--- src/mm_pkg.sv ---
// Shared types, codes and helpers for the matrix multiply block.
// Used by mm_front, mm_queue, mm_back and the top level; no dependencies.
`timescale 1ns / 1ps

package mm_pkg;

  // Fixed field widths
  localparam int DIM_W       = 5;
  localparam int IDX_W       = 4;
  localparam int ELEM_W      = 16;
  localparam int PROD_W      = 2 * ELEM_W;
  localparam int SUM_W       = 38;
  localparam int OP_W        = 2;
  localparam int CFG_IDX_W   = 2;
  localparam int DEF_MAX_DIM = 16;
  localparam int QUEUE_DEPTH = 4;
  localparam logic [DIM_W-1:0] DIM_RESET = 5'd16;

  // Register indexes on the configuration port
  typedef enum logic [CFG_IDX_W-1:0] {
    REG_ROWS_A = 2'd0,
    REG_INNER  = 2'd1,
    REG_COLS_B = 2'd2
  } cfg_reg_t;

  // Operation codes of an input item
  typedef enum logic [OP_W-1:0] {
    OP_LOAD_A = 2'd0,
    OP_LOAD_B = 2'd1,
    OP_ROW    = 2'd2
  } op_t;

  // Work handed from the front to the back
  typedef enum logic [1:0] {
    CMD_LOAD_A,
    CMD_LOAD_B,
    CMD_ROW,
    CMD_BAD_ROW
  } cmd_kind_t;

  typedef struct packed {
    cmd_kind_t          kind;
    logic [IDX_W-1:0]   row;
    logic [IDX_W-1:0]   col;
    logic [ELEM_W-1:0]  value;
  } cmd_t;

  // Effective sizes of the product
  typedef struct packed {
    logic [DIM_W-1:0] m;
    logic [DIM_W-1:0] k;
    logic [DIM_W-1:0] n;
  } dims_t;

  // Zero acts as one, anything above the limit acts as the limit
  function automatic logic [DIM_W-1:0] eff_dim(input logic [DIM_W-1:0] v,
                                                input logic [DIM_W-1:0] lim);
    logic [DIM_W-1:0] r;
    r = v;
    if (v == '0) r = 5'd1;
    else if (v > lim) r = lim;
    return r;
  endfunction

endpackage

--- src/mm_queue.sv ---
// Short command queue between the front and the back end.
// Depends on mm_pkg.
`timescale 1ns / 1ps

module mm_queue import mm_pkg::*; (
  input  logic clk,
  input  logic rst,
  input  logic push,
  input  cmd_t push_cmd,
  input  logic pop,
  output cmd_t head,
  output logic empty,
  output logic full
);

  localparam int PW = $clog2(QUEUE_DEPTH);
  localparam int CW = $clog2(QUEUE_DEPTH + 1);

  cmd_t          entries [QUEUE_DEPTH];
  logic [PW-1:0] wr_ptr;
  logic [PW-1:0] rd_ptr;
  logic [CW-1:0] count;

  assign empty = (count == '0);
  assign full  = (count == CW'(QUEUE_DEPTH));
  assign head  = entries[rd_ptr];

  // Store pushed commands
  always_ff @(posedge clk) begin
    if (push) entries[wr_ptr] <= push_cmd;
  end

  // Advance pointers and track fill
  always_ff @(posedge clk) begin
    if (rst) begin
      wr_ptr <= '0;
      rd_ptr <= '0;
      count  <= '0;
    end else begin
      if (push) wr_ptr <= wr_ptr + 1'b1;
      if (pop)  rd_ptr <= rd_ptr + 1'b1;
      if (push && !pop) count <= count + 1'b1;
      else if (pop && !push) count <= count - 1'b1;
    end
  end

endmodule

--- config.mk ---
export PLATFORM = sky130hd
export DESIGN_NAME = mm_queue
export DESIGN_NICKNAME = d
export VERILOG_FILES = /design/src/mm_pkg.sv /design/src/mm_queue.sv
export SDC_FILE = /design/constraint.sdc
export NUM_CORES = 1
export LEC_CHECK = 0
export ABC_CLOCK_PERIOD_IN_PS = 4600
export BUFFER_PORTS_ARGS = -buffer_cell sky130_fd_sc_hd__buf_2
export CAP_MARGIN = 15
export CORE_UTILIZATION = 61
export DETAILED_ROUTE_END_ITERATION = 7
export PLACE_DENSITY = 0.81
export SLEW_MARGIN = 10
export SYNTH_ARGS = -nofsm -noshare
export SYNTH_HDL_FRONTEND = slang
export SYNTH_SLANG_ARGS = --single-unit
--- constraint.sdc ---
create_clock -name clk -period 4.6 [get_ports clk]
set_input_delay 0.46 -clock clk [delete_from_list [all_inputs] [get_ports clk]]
set_output_delay 0.46 -clock clk [all_outputs]
set_load 0.05 [all_outputs]
==> impl_summary.txt <==
----------------------------------------------------
[Run status]
  Run status ... complete, no violations

[Die]
  IO Count ... 58
  Total die area ... 7270 um^2
  Row Count ... 29
  Std-Cell Core Area ... 6530 um^2
  Horizontal die dimension ... 85.2 um
  Initial standard-cell utilization of the core ... 64.7%
  Die extent in y ... 85.2 um

[Global routing]
  Via count of the first global-routing pass ... 2126
  Pin count of the biggest net entering global routing ... 27
  Global routing usage summed across all routing layers ... 23.2%
  Sum of overflow across all layers after global routing ... 0
  First-pass GRT wire length ... 11300 um
  Number of antenna violations at the first check in global routing ... 0

[Drt]
  Wire per inst ... 22.0 um
  DRC violation count after routing ... 0
  Post-DR vias/cell ... 5.87
  Routed vias ... 2014
  Number of nets with antenna violations after routing ... 0
  Post-detailed-routing wire length ... 7560 um
  Number of detailed-route iterations in the first pass ... 4
  Iteration-0 DRC Markers ... 142

[Layout]
  Final core occ ... 79.8%
  Count of antenna diodes in the layout ... 0
  Non-filler instance count after layout ... 343
  Area growth syn-to-layout ... 23.3%
  Commonest non-fill, non-tap cells in the layout ... edfxtp_1, buf_2, mux4_2
  Fill cells ... 309
  # nets final ... 290
  Area of the multi-input gates ... 838 um^2
  Share of cells above drive strength 1 ... 42.1%
  Seq. cell area ... 3300 um^2
  Most common cell after layout, fill and taps aside ... edfxtp_1

[Yosys]
  Count of different cell masters after synthesis ... 23
  Synth Instances ... 180
  Nets in the synthesized netlist ... 216
  Synth area leaders ... edfxtp_1, mux4_2, dfxtp_1, mux4_1, ha_1
  Avg Cell Area, Syn ... 23.5 um^2
  Ys flop type ... edfxtp_1
  Warnings, synthesis ... 0
  Sequential fraction of the synthesis area ... 78.2%
  EDFF count, synth ... 104
  Post-synth design cell area ... 4230 um^2
  Top cell type by total area after synthesis ... edfxtp_1
  Synth top area share ... 73.9%
  Async set-or-reset flop fraction in the synthesized netlist ... 0%
  Total of flip-flops plus latches after synthesis ... 113

[Power and ir drop]
  Highest ir drop seen on vdd ... 0.311 mV
  Leakage power ... 1.88 nW
  Power density over cell area ... 565 nW/um^2
  Total power of the final layout ... 2.95 mW

[Clock network]
  Buffers from clock root to sink, at most ... 2
  Total of cells resized after clock tree synthesis ... 0
  Count of hold buffers inserted by post-cts repair ... 0
  Number of setup buffers added after CTS ... 0
  Num Clock Sinks ... 113
  Deepest level of the CTS H-tree ... 4
  Latest clock arrival within the worst-skew pair ... 510 ps
  Clk pin slew, worst setup/hold paths ... 50 ps
  Total clock buffers created by CTS ... 17
  Master cell of the clock root buffer ... clkbuf_8
  TritonCTS clock tree ... yes

[Min path]
  Terminating pin of the worst hold path ... entries[1][5]
  Worst Hold Class ... in2reg
  Number of stages on the worst hold path ... 1
  Hold path start ... push_cmd[5]

[Run]
  Maximum Capacitance Violations ... 0

[Setup path]
  Worst setup path class ... reg2out
  Signal arrival time at the worst endpoint ... 2300 ps
  Reg2Reg Capture Point ... entries[1][1]
  CP startpoint kind ... flop
  Required time of the critical path ... 4140 ps
  Type of destination of the critical path ... output port
  Logic depth of the worst register-to-register path ... 3
  R2R Path Start ... wr_ptr[0]
  Flop2flop setup slack ... 2760 ps
  Largest fanout on the critical path ... 26

[Timing]
  Min cycle time layout ... 2760 ps
  Worst slew margin ... 40.2%
  Fin crit share ... 60.1%
  Worst-margin pin slew ... 897 ps
  WHS ... 166 ps
  Unrepaired setup endpoints after global routing ... no
  Sum of negative setup slack ... 0 ps
  Maximum operating frequency ... 362 MHz
  Final slew viol count ... 0
  Fin Clk Skew ... 7.58 ps
  Setup-violating endpoint count in the final report ... 0
  Number of failing hold endpoints at the final stage ... 0

[Placed design]
  HPWL reported at the end of detailed placement ... 3900 um
  Number of port buffers ... 57
  Global placement routability congestion ... 0.710
  Dpl cells ... 312

----------------------------------------------------
-- critical path, stage by stage (launching register included) --
cell and delay (ps):
dfxtp_2 920, mux4_1 640, buf_2 230
-- how the worst max path moves through the flow --
| stage | endpoint | slack (ps) | cells after the start |
|---|---|---|---|
| after CTS | head[23] | 1750 | 2 |
| after global placement | head[23] | 2320 | 2 |
| after global routing | head[21] | 1660 | 2 |
| after detailed placement | head[23] | 2300 | 2 |
| final | head[23] | 1840 | 2 |
| after floorplan | full | 2640 | 1 |
-- layout make-up --
| type | count | area share, % |
|---|---|---|
| sequential | 113 | 63.4 |
| multi-input combinational | 56 | 16.1 |
| clock buffer | 18 | 8.02 |
| timing repair buffer | 62 | 6.19 |
| clock inverter | 13 | 4.15 |
| tap | 77 | 1.85 |
| inverter | 4 | 0.288 |
-- Yosys cell counts (all sizes together), types with 2 or more instances --
| master | count |
|---|---|
| and2 | 4 |
| xor2 | 3 |
| dfxtp | 9 |
| buf | 5 |
| edfxtp | 104 |
| nor2 | 7 |
| clkbuf | 2 |
| mux2i | 2 |
| ha | 5 |
| xnor2 | 2 |
| mux4 | 26 |
| inv | 4 |
-- state kept, by name, indices dropped and copies added, names as in the netlist, named ones only --
| register | count |
|---|---|
| count | 3 |
| entries | 104 |
| rd_ptr | 2 |
| wr_ptr | 2 |
-- power breakdown --
| part | leakage, nW | total (mW) | switching [mW] | internal (mW) |
|---|---|---|---|---|
| sequential | 1.03 | 1.22 | 0.0355 | 1.18 |
| combinational | 0.538 | 0.329 | 0.225 | 0.104 |
| clock | 0.312 | 1.40 | 0.425 | 0.977 |
| total | 1.88 | 2.95 | 0.685 | 2.26 |
-- through the flow --
step | cell area, um^2 | setup slack [ps]
after floorplan | 4230 | 2640
after global placement | 4580 | 2320
after detailed placement | 4580 | 2300
after CTS | 5210 | 1750
after global routing | 5210 | 1660
final | 5210 | 1840
-- per-layer routing --
layer  vias up  share of wire [%]  global-route usage [%]
met3        19                4.6                    7.10
li1        895                  -                       -
met4         0                2.3                    14.5
met5         -                  0                       0
met1      1012                 41                    27.8
met2        88                 52                    37.2
-- cell families (layout without fill, tap and decap cells) --
family,after synthesis,count (layout),synth area share (%)
XOR/XNOR,5,5,1.04
buffers and inverters,11,97,2.01
AO/OA/AOI/OAI,2,2,0.237
adder cells (fa/ha/maj),6,6,1.95
multiplexers,28,28,14.9
AND/OR/NAND/NOR,15,15,1.75
flip-flops,113,113,78.2
No activity file was read; power rests on OpenSTA's default activity.
