**src/mm_pkg.sv**
```systemverilog
// Shared types, codes and helpers for the matrix multiply block.
// Used by mm_front, mm_queue, mm_back and the top level; no dependencies.
`timescale 1ns / 1ps

package mm_pkg;

  // Fixed field widths
  localparam int DIM_W       = 5;
  localparam int IDX_W       = 4;
  localparam int ELEM_W      = 16;
  localparam int PROD_W      = 2 * ELEM_W;
  localparam int SUM_W       = 38;
  localparam int OP_W        = 2;
  localparam int CFG_IDX_W   = 2;
  localparam int DEF_MAX_DIM = 16;
  localparam int QUEUE_DEPTH = 4;
  localparam logic [DIM_W-1:0] DIM_RESET = 5'd16;

  // Register indexes on the configuration port
  typedef enum logic [CFG_IDX_W-1:0] {
    REG_ROWS_A = 2'd0,
    REG_INNER  = 2'd1,
    REG_COLS_B = 2'd2
  } cfg_reg_t;

  // Operation codes of an input item
  typedef enum logic [OP_W-1:0] {
    OP_LOAD_A = 2'd0,
    OP_LOAD_B = 2'd1,
    OP_ROW    = 2'd2
  } op_t;

  // Work handed from the front to the back
  typedef enum logic [1:0] {
    CMD_LOAD_A,
    CMD_LOAD_B,
    CMD_ROW,
    CMD_BAD_ROW
  } cmd_kind_t;

  typedef struct packed {
    cmd_kind_t          kind;
    logic [IDX_W-1:0]   row;
    logic [IDX_W-1:0]   col;
    logic [ELEM_W-1:0]  value;
  } cmd_t;

  // Effective sizes of the product
  typedef struct packed {
    logic [DIM_W-1:0] m;
    logic [DIM_W-1:0] k;
    logic [DIM_W-1:0] n;
  } dims_t;

  // Zero acts as one, anything above the limit acts as the limit
  function automatic logic [DIM_W-1:0] eff_dim(input logic [DIM_W-1:0] v,
                                                input logic [DIM_W-1:0] lim);
    logic [DIM_W-1:0] r;
    r = v;
    if (v == '0) r = 5'd1;
    else if (v > lim) r = lim;
    return r;
  endfunction

endpackage

```
**src/mm_front.sv**
```systemverilog
// Front end: configuration registers, input handshake and item classification.
// Depends on mm_pkg.
`timescale 1ns / 1ps

module mm_front import mm_pkg::*; #(
  parameter int MAX_DIM = DEF_MAX_DIM
) (
  input  logic                 clk,
  input  logic                 rst,
  input  logic                 cfg_write,
  input  logic [CFG_IDX_W-1:0] cfg_index,
  input  logic [DIM_W-1:0]     cfg_data,
  input  logic                 in_valid,
  output logic                 in_ready,
  input  logic [OP_W-1:0]      operation,
  input  logic [IDX_W-1:0]     row,
  input  logic [IDX_W-1:0]     col,
  input  logic [ELEM_W-1:0]    value,
  input  logic                 q_full,
  output logic                 push,
  output cmd_t                 push_cmd,
  output dims_t                dims
);

  localparam int DIM_LIM = (MAX_DIM < 16) ? MAX_DIM : 16;

  logic [DIM_W-1:0] rows_a;
  logic [DIM_W-1:0] inner_size;
  logic [DIM_W-1:0] cols_b;
  logic             keep;

  // Hold configuration registers
  always_ff @(posedge clk) begin
    if (rst) begin
      rows_a     <= DIM_RESET;
      inner_size <= DIM_RESET;
      cols_b     <= DIM_RESET;
    end else if (cfg_write) begin
      case (cfg_index)
        REG_ROWS_A: rows_a     <= cfg_data;
        REG_INNER:  inner_size <= cfg_data;
        REG_COLS_B: cols_b     <= cfg_data;
        default: ;
      endcase
    end
  end

  // Clamp sizes to what the stores hold
  always_comb begin
    dims.m = eff_dim(rows_a, DIM_W'(DIM_LIM));
    dims.k = eff_dim(inner_size, DIM_W'(DIM_LIM));
    dims.n = eff_dim(cols_b, DIM_W'(DIM_LIM));
  end

  // Classify the item; drop loads outside the size and unused operations
  always_comb begin
    push_cmd.row   = row;
    push_cmd.col   = col;
    push_cmd.value = value;
    push_cmd.kind  = CMD_LOAD_A;
    keep           = 1'b0;
    case (operation)
      OP_LOAD_A: begin
        push_cmd.kind = CMD_LOAD_A;
        keep = ({1'b0, row} < dims.m) && ({1'b0, col} < dims.k);
      end
      OP_LOAD_B: begin
        push_cmd.kind = CMD_LOAD_B;
        keep = ({1'b0, row} < dims.k) && ({1'b0, col} < dims.n);
      end
      OP_ROW: begin
        push_cmd.kind = ({1'b0, row} < dims.m) ? CMD_ROW : CMD_BAD_ROW;
        keep = 1'b1;
      end
      default: keep = 1'b0;
    endcase
  end

  assign in_ready = !q_full;
  assign push     = in_valid && in_ready && keep;

endmodule

```
**config.mk**
```make
export PLATFORM = sky130hd
export DESIGN_NAME = mm_front
export DESIGN_NICKNAME = d
export VERILOG_FILES = /design/src/mm_pkg.sv /design/src/mm_front.sv
export SDC_FILE = /design/constraint.sdc
export NUM_CORES = 1
export LEC_CHECK = 0
export ABC_AREA = 1
export ABC_CLOCK_PERIOD_IN_PS = 1500
export BUFFER_PORTS_ARGS = -buffer_cell sky130_fd_sc_hd__buf_2
export CORE_AREA = 2 2 73 54
export DETAILED_ROUTE_END_ITERATION = 8
export DIE_AREA = 0 0 75 56
export GPL_TIMING_DRIVEN = 0
export PLACE_DENSITY = 0.86
export SETUP_SLACK_MARGIN = 0.2
export SYNTH_ARGS = -nofsm -noshare
export SYNTH_HDL_FRONTEND = slang
export SYNTH_SLANG_ARGS = --single-unit
```
**constraint.sdc**
```tcl
create_clock -name clk -period 1.5 [get_ports clk]
set_input_delay 0.15 -clock clk [delete_from_list [all_inputs] [get_ports clk]]
set_output_delay 0.15 -clock clk [all_outputs]
set_load 0.005 [all_outputs]
```
==> out/metrics.cfg, run 1 <==
[status]
status=finished, violations left
violations=setup timing

[cts]
path_clk_slew_ps=60
cts_max_path_buffers=2
cts_buffers=3
h-tree-depth=1
cts_tree=done
cts_sinks=15
cts-root-buf=clkbuf_8
insertion_delay_ps=240

[synthesis]
synthSimpleGateAreaFrac=0.275
synth-seq-cells=15
yosys_warnings=0
synth_compound_gate_area_share=0.111
synth_nets=259
synthAdderAreaFrac=0.150
synth_cell_type_count=17
synthXorXnorAreaFrac=0
netlist_area_um2=1340
avgSynthCellArea_um2=6.52
synth_top_cell_by_area=dfxtp_1
synthMuxAreaShare=0
synth_top_family_by_area=simple AND/OR/NAND/NOR gates
synth_top_area_frac=0.225
synthTopCellsByArea=dfxtp_1 (22%), ha_1 (15%), buf_4 (13%), nand2_1 (11%), nor2_1 (9.8%)
seq_area_frac_synth=0.225
synthCells=205

[sta]
rsz0062_at_grt=yes
timing.final.ws_setup_ps=-651
period_needed_ps=2150
slew_headroom=0.754
maxSlewViolCount=0
clock_skew_ps=0
setup-tns-final_ps=-1220
worst_pin_slew_ps=369
hold_violations=0
setup_violations=4
clock.fmax_mhz=465
min_period_over_period=1.43

[drt]
drc=0
wl_mm=3.88
dr.pass1.iters=4
vias=1548
via_per_inst=4.54
dr.first_iter.drc_count=52
antenna_left=0
wl_per_cell_um=11.4

[global_routing]
grt_max_degree=11
antenna_found_initial=0
grt_pass1_vias=1355
grt_usage=0.176
grt_first_pass_wirelength_mm=5.70
grt_overflow=0

[setup_path]
endpoint_kind=output port
reg2reg_from=rows_a[4]
crit_fanout=3
reg2reg_depth=3
r2r_setup_slack_ps=690
worstSetupStartpointType=register
timing.rr.end=rows_a[4]
cp_data_arrival_time_ps=2000
crit_required_ps=1350
crit_type=register to output port

[finish]
final_util=0.615
nNetsFinal=346
syn_to_final_growth_pct=58.4
num_antenna_cells=0
drive_gt1_frac=0.526
design_area_um2=2120

[die]
start_util=0.388
ios=81
coreArea_um2=3450
die_w_um=75
fp.dieH_um=56
dieArea_um2=4200
rows=18

[worst_hold_path]
worstHoldPathType=input port to register
worstHoldPathCells=3
worstHoldStart=cfg_data[3]
whs_endpoint=rows_a[3]

[placement]
dpl-instance-area_um2=1740
dp_hpwl_mm=2.75
gp_congestion=0.828
io_buffers=64

[flow_run]
cap_viol_max_count=0

[power_and_ir_drop]
finalPower_mw=1.19
vdd_ir_drop_max_uv=377
p_leak_nw=1.20
power_density_nw_per_um2=563

[worst max-delay path, cell delays in order, from the launching register on]
cell and delay, ps:
dfxtp_2 340, nor2_1 120, nand2_1 100, nand2_2 130, nand2_4 80, ha_4 270, inv_2 40, nor2_4 100
and3_4 190, nand2_2 50, nand3_2 50, nand2_1 50, nor2_1 90, nor2_1 40, buf_2 120
[metrics by stage]
stage	hold slack, ps	std cells	setup WS, ps
floorplan	280	205	-85.6
global placement	418	319	-337
detailed placement	419	319	-382
CTS	162	340	-574
global route	170	341	-745
finish	161	341	-651
[power breakdown]
part	internal, mW	total, mW	switching [mW]
logic	0.224	0.428	0.204
registers	0.422	0.445	0.0226
clock network	0.188	0.320	0.132
[flip-flops by register name, indices dropped and copies added (netlist names)]
name	count
rows_a	5
cols_b	5
inner_size	5
[repair_timing]
action	CTS	global route
setup buffers	17	1
hold buffers	0	0
pin swaps	19	16
cloned	0	0
setup endpoints to repair	4	7
gates resized for setup	23	32
[cell type report]
cell class | instances | area, um2
fillers | 318 | 1330
multi-input cells | 130 | 862
clock buffers | 4 | 45.0
repair buffers | 82 | 509
flip-flops and latches | 15 | 312
well taps | 50 | 62.6
inverters | 32 | 128
plain buffers | 28 | 200
[layout by cell type (no fill, tap or decap), drive strengths merged]
master	n
o211ai	3
clkbuf	7
ha	16
nor3	2
dfxtp	15
nor2	35
nand2	39
and3	2
o21ai	13
buf	106
clkinv	1
a21boi	1
dlygate4sd1	1
a21oi	10
inv	31
nand3	9
[cells in the mapped netlist]
library cell,count
nand2_1,39
nor2_1,35
inv_1,30
buf_4,24
ha_1,16
dfxtp_1,15
o21ai_0,13
a21oi_1,9
nand3_1,9
clkbuf_1,3
o211ai_1,3
and3_1,2
inv_2,2
nor3_4,2
a21boi_0,1
a21oi_2,1
dlygate4sd1_1,1
[kinds of logic (layout without fill, tap and decap cells)]
| group | after synthesis | after routing |
|---|---|---|
| compound gates | 27 | 27 |
| fa+ha+maj | 16 | 16 |
| buf+inv | 60 | 146 |
| flops | 15 | 15 |
| simple gates | 87 | 87 |
[how the worst max path moves through the flow]
stage | startpoint | endpoint | slack [ps] | cells after the start
3_3_place_gp | inner_size[2] | push | -340 | 14
6_report | inner_size[1] | push | -650 | 14
3_5_place_dp | inner_size[2] | push | -380 | 14
4_1_cts | inner_size[3] | push | -570 | 14
5_1_grt | inner_size[1] | push | -740 | 14
2_1_floorplan | inner_size[2] | push | -90 | 13
[routing by layer]
metal  global-route usage  share of wire
met5                    0              0
met4               0.0612          0.032
met3               0.0272          0.073
met2                0.297           0.48
met1                0.222           0.41
(Power assumes the default switching activity.)
==> inputs of run 2 (changes only) <==
--- a/config.mk
+++ b/config.mk
@@ -12,7 +12,7 @@
 export DETAILED_ROUTE_END_ITERATION = 8
 export DIE_AREA = 0 0 75 56
 export GPL_TIMING_DRIVEN = 0
-export PLACE_DENSITY = 0.86
+export PLACE_DENSITY = 0.8
 export SETUP_SLACK_MARGIN = 0.2
 export SYNTH_ARGS = -nofsm -noshare
 export SYNTH_HDL_FRONTEND = slang
==> out/metrics.cfg, run 2 (synthesis gave the netlist of run 1 again) <==
[die]
rows=18  ; unchanged
die_w_um=75  ; unchanged
ios=81  ; unchanged
dieArea_um2=4200  ; unchanged
coreArea_um2=3450  ; unchanged
fp.dieH_um=56  ; unchanged
start_util=0.388  ; unchanged

[finish]
drive_gt1_frac=0.510  ; -0.0153
reg_top3=cols_b (5), inner_size (5), rows_a (5)
syn_to_final_growth_pct=54.0
layout_commonest_cell=buf_2
num_antenna_cells=0  ; unchanged
final_cell_mix=buf_2 (63), buf_4 (30), nor2_1 (29), nand2_1 (28), inv_1 (26)
fillers=311  ; -2.2%
final_cells=336  ; -1.5%
final_util=0.598  ; -0.0171
nNetsFinal=341  ; -1.4%

[global_routing]
grt_usage=0.158  ; -0.0171
antenna_found_initial=0  ; unchanged
grt_overflow=0  ; unchanged
grt_first_pass_wirelength_mm=5.24  ; -8.0%
grt_pass1_vias=1236  ; -8.8%
grt_max_degree=11  ; unchanged

[flow_run]
cap_viol_max_count=0  ; unchanged

[cts]
cts_max_path_buffers=2  ; unchanged
path_clk_slew_ps=60  ; about the same
h-tree-depth=1  ; unchanged
insertion_delay_ps=240  ; about the same
cts_sinks=15  ; unchanged
cts_buffers=3  ; unchanged
cts-root-buf=clkbuf_8
cts_tree=done

[setup_path]
reg2reg_depth=4  ; +1
crit_required_ps=1350  ; about the same
timing.rr.end=rows_a[4]
cp_data_arrival_time_ps=1960  ; -40 ps
reg2reg_from=rows_a[4]
slowest_delay_ps=350  ; about the same
worst_path_max_delay_cell=dfxtp_2
endpoint_kind=output port
crit_type=register to output port
worstSetupStartpointType=register
crit_fanout=3  ; unchanged
r2r_setup_slack_ps=610  ; -80 ps
path_cells=nor2_4 > nand2_2 > nand2_4 > nand2_4 > ha_4 > inv_2 > nor2_4 > and3_1 > nand2_1 > nand3_2 > nand2_1 > nor2_1 > nor2_1 > buf_2
path_buf_inv=2  ; unchanged
critPathTopFamily=simple AND/OR/NAND/NOR gates

[sta]
maxSlewViolCount=0  ; unchanged
setup-tns-final_ps=-1140  ; +78.2 ps
period_needed_ps=2110  ; -40.0 ps
whs_ps=159  ; -2.13 ps
slew_headroom=0.748  ; -0.00552
rsz0062_at_grt=yes
clock.fmax_mhz=474  ; +1.9%
min_period_over_period=1.41  ; -0.0266
clock_skew_ps=0  ; unchanged
timing.final.ws_setup_ps=-611  ; +40.0 ps
hold_violations=0  ; unchanged
setup_violations=3  ; -1
worst_pin_slew_ps=377  ; +8.28 ps

[power_and_ir_drop]
p_leak_nw=1.17  ; -2.7%
power_density_nw_per_um2=585  ; +3.8%
vdd_ir_drop_max_uv=591  ; +57%

[worst_hold_path]
worstHoldPathType=input port to register
worstHoldStart=cfg_data[4]
whs_endpoint=inner_size[4]
worstHoldPathCells=3  ; unchanged

[placement]
dp.cells=319  ; unchanged
io_buffers=64  ; unchanged
dp_hpwl_mm=2.79  ; +1.6%
gp_congestion=0.795  ; -4.0%

[drt]
antenna_left=0  ; unchanged
wl_mm=3.83  ; -1.4%
vias=1503  ; -2.9%
wl_per_cell_um=11.4  ; about the same
dr.pass1.iters=4  ; unchanged
dr.first_iter.drc_count=97  ; +87%
via_per_inst=4.47  ; -1.5%
drc=0  ; unchanged

[status]
violations=setup timing
status=finished, violations left

-- run 2: per-stage QoR --
step	area (um2)	setup WS [ps]	power [mW]
2_1_floorplan	1360	-85.6	0.636
4_1_cts	1920	-559	1.14
5_1_grt	2060	-757	1.28
6_report	2060	-611	1.20
3_5_place_dp	1740	-381	0.763
3_3_place_gp	1740	-350	0.751
-- run 2: repair_timing --
action / 4_1_cts / 5_1_grt
setup endpoints to repair: 2 / 6
hold buffers: 0 / 0
gates resized for setup: 17 / 31
pin swaps: 18 / 16
setup buffers: 10 / 3
-- run 2: power breakdown --
part	switching [mW]	total [mW]	internal [mW]
logic	0.205	0.433	0.228
clock network	0.136	0.324	0.188
registers	0.0254	0.447	0.422
-- run 2: worst max path at each step --
stage,from,to,slack (ps),cells after the start
6_report,inner_size[1],push,-610,14
5_1_grt,inner_size[2],push,-760,15
4_1_cts,inner_size[3],push,-560,14
3_5_place_dp,inner_size[2],push,-380,14
3_3_place_gp,inner_size[2],push,-350,14
2_1_floorplan,inner_size[2],push,-90,13
-- run 2: worst min-delay path: stages --
cell	delay (ps)
buf_2	110
nand2_1	50
o211ai_1	60
-- run 2: routing by layer --
layer / global-route usage / vias up / part of all wire
li1: - / 783 / -
met1: 0.210 / 673 / 0.44
met2: 0.256 / 42 / 0.51
met3: 0.0199 / 5 / 0.043
met4: 0.0638 / 0 / 0.011
met5: 0 / - / 0
-- run 2: layout make-up --
type                            instances  area, um2  area share
Buffer                                 28        200      0.0972
Clock buffer                            4       45.0      0.0219
Inverter                               32        125      0.0608
Multi-Input combinational cell        130        867       0.421
Sequential cell                        15        309       0.150
Tap cell                               50       62.6      0.0304
Timing Repair Buffer                   77        450       0.219
==> inputs of run 3 (changes only) <==
--- a/config.mk
+++ b/config.mk
@@ -8,11 +8,11 @@
 export ABC_AREA = 1
 export ABC_CLOCK_PERIOD_IN_PS = 1500
 export BUFFER_PORTS_ARGS = -buffer_cell sky130_fd_sc_hd__buf_2
-export CORE_AREA = 2 2 73 54
+export CORE_AREA = 2 2 59 67
 export DETAILED_ROUTE_END_ITERATION = 8
-export DIE_AREA = 0 0 75 56
+export DIE_AREA = 0 0 61 69
 export GPL_TIMING_DRIVEN = 0
-export PLACE_DENSITY = 0.8
+export PLACE_DENSITY = 0.79
 export SETUP_SLACK_MARGIN = 0.2
 export SYNTH_ARGS = -nofsm -noshare
 export SYNTH_HDL_FRONTEND = slang
==> constraint.sdc (replaced) <==
create_clock -name clk -period 1.5 [get_ports clk]
set_input_delay 0.15 -clock clk [delete_from_list [all_inputs] [get_ports clk]]
set_output_delay 0.15 -clock clk [all_outputs]
set_load 0.1 [all_outputs]
==> out/metrics.cfg, run 3 (synthesis gave the netlist of run 1 again) <==
[drt]
wl_per_cell_um=13.0  ; +14%
drc=0  ; unchanged
wl_mm=4.40  ; +15%
via_per_inst=4.72  ; +5.5%
vias=1600  ; +6.5%
dr.first_iter.drc_count=49  ; -49%
antenna_left=0  ; unchanged
dr.pass1.iters=4  ; unchanged

[placement]
dp_hpwl_mm=2.63  ; -5.8%
dpl-instance-area_um2=1780  ; +1.9%
io_buffers=64  ; unchanged
gp_congestion=0.802  ; +0.86%

[die]
coreArea_um2=3540  ; +2.7%
dieArea_um2=4210  ; +0.21%
die_w_um=61  ; -19%
fp.dieH_um=69  ; +23%
start_util=0.378  ; -0.0103
rows=23  ; +5
ios=81  ; unchanged

[setup_path]
worstSetupStartpointType=register
path_common_cell=nor2_4
crit_fanout=3  ; unchanged
critPathTopFamily=simple AND/OR/NAND/NOR gates
path_cells=nor2_4 > nand2_2 > nand2_4 > nand2_4 > ha_4 > inv_2 > nor2_4 > nand3_1 > nand2_1 > nor2_1 > nand3_2 > nand2_2 > nor2_4 > nor2_4 > buf_12
crit_required_ps=1350  ; about the same
slowest_delay_ps=360  ; about the same
path_buf_inv=2  ; unchanged
cp_data_arrival_time_ps=2090  ; +130 ps
crit_type=register to output port
worst_path_max_delay_cell=dfxtp_4
endpoint_kind=output port

[sta]
maxSlewViolCount=0  ; unchanged
clock_skew_ps=0  ; unchanged
setup_violations=4  ; +1
clock.fmax_mhz=445  ; -6.0%
setup-tns-final_ps=-1780  ; -633 ps
slew_headroom=0.668  ; -0.0804
worst_pin_slew_ps=501  ; +124 ps
timing.final.ws_setup_ps=-745  ; -134 ps
period_needed_ps=2240  ; +134 ps
rsz0062_at_grt=yes
min_period_over_period=1.50  ; +0.0893
hold_violations=0  ; unchanged

[cts]
cts_tree=done
cts_buffers=3  ; unchanged
path_clk_slew_ps=60  ; about the same
cts_sinks=15  ; unchanged
cts_hold_buf=0  ; unchanged
cts-root-buf=clkbuf_8
cts_max_path_buffers=2  ; unchanged
insertion_delay_ps=250  ; about the same
h-tree-depth=1  ; unchanged

[finish]
syn_to_final_growth_pct=79.9
drive_gt1_frac=0.609  ; +0.0985
reg_top3=cols_b (5), inner_size (5), rows_a (5)
ff_latch_area_um2=323  ; +4.5%
design_area_um2=2410  ; +17%
layout_commonest_cell=buf_2
multi_input_comb_area_um2=981  ; +13%
final_util=0.680  ; +0.0821
num_antenna_cells=0  ; unchanged
nNetsFinal=344  ; +0.88%
final_cell_mix=buf_2 (47), buf_4 (37), nor2_1 (25), nand2_1 (23), inv_1 (22)
fillers=272  ; -13%

[status]
status=finished, violations left
violations=setup timing

[global_routing]
antenna_found_initial=0  ; unchanged
grt_usage=0.187  ; +0.0286
grt_first_pass_wirelength_mm=6.23  ; +19%
grt_overflow=0  ; unchanged
grt_max_degree=11  ; unchanged
grt_pass1_vias=1456  ; +18%

[power_and_ir_drop]
power_density_nw_per_um2=711  ; +22%
p_leak_nw=1.25  ; +6.7%
vdd_ir_drop_max_uv=556  ; -5.9%

[flow_run]
cap_viol_max_count=0  ; unchanged

[worst_hold_path]
worstHoldPathType=input port to register

[run 3: cell types whose count changed in the layout (fill, tap and decap cells not counted), sizes merged]
cell      previous run  this run
buf                101       104
clkinvlp             0         2
inv                 32        30
[run 3: what timing repair did]
item / in CTS / in global routing
resized for setup: 95 / 39
pin swaps: 26 / 22
setup buffers: 14 / 2
setup endpoints to repair: 17 / 12
hold endpoints to repair: 0 / 0
[run 3: power by group]
| group | internal, mW | switching [mW] |
|---|---|---|
| clock network | 0.188 | 0.139 |
| registers | 0.420 | 0.0280 |
| logic | 0.300 | 0.635 |
[run 3: tightest hold or removal path, delay by kind of cell]
kind | cells | cell delay, ps
compound gates | 1 | 60
buf+inv | 1 | 110
simple gates | 1 | 60
[run 3: per-stage QoR]
step | hold slack, ps | power [mW] | worst slack [ps] | cells
floorplan | 280 | 1.04 | -489 | 205
global placement | 416 | 1.15 | -637 | 319
detailed placement | 423 | 1.16 | -664 | 319
CTS | 167 | 1.63 | -660 | 337
global route | 187 | 1.78 | -838 | 339
finish | 166 | 1.71 | -745 | 339
[run 3: layout make-up]
type / count / share of cell area
repair buffers: 80 / 0.272
well taps: 50 / 0.0260
inverters: 32 / 0.0572
multi-input cells: 130 / 0.408
clock buffers: 4 / 0.0187
plain buffers: 28 / 0.0842
flip-flops and latches: 15 / 0.134
[run 3: final timing paths]
path,start,to,slack (ps),cells after the start
min reg2reg,inner_size[2],inner_size[2],510,2
min,cfg_data[4],inner_size[4],170,3
max reg2reg,rows_a[4],rows_a[4],600,4
max,inner_size[1],push,-740,15
[run 3: routing by layer]
metal,routed length (um),GRT usage,vias up,share of wire
met4,130,0.0628,0,0.030
met2,2350,0.342,65,0.54
met3,215,0.0169,13,0.049
met1,1700,0.217,736,0.39
li1,-,-,786,-
met5,0,0,-,0
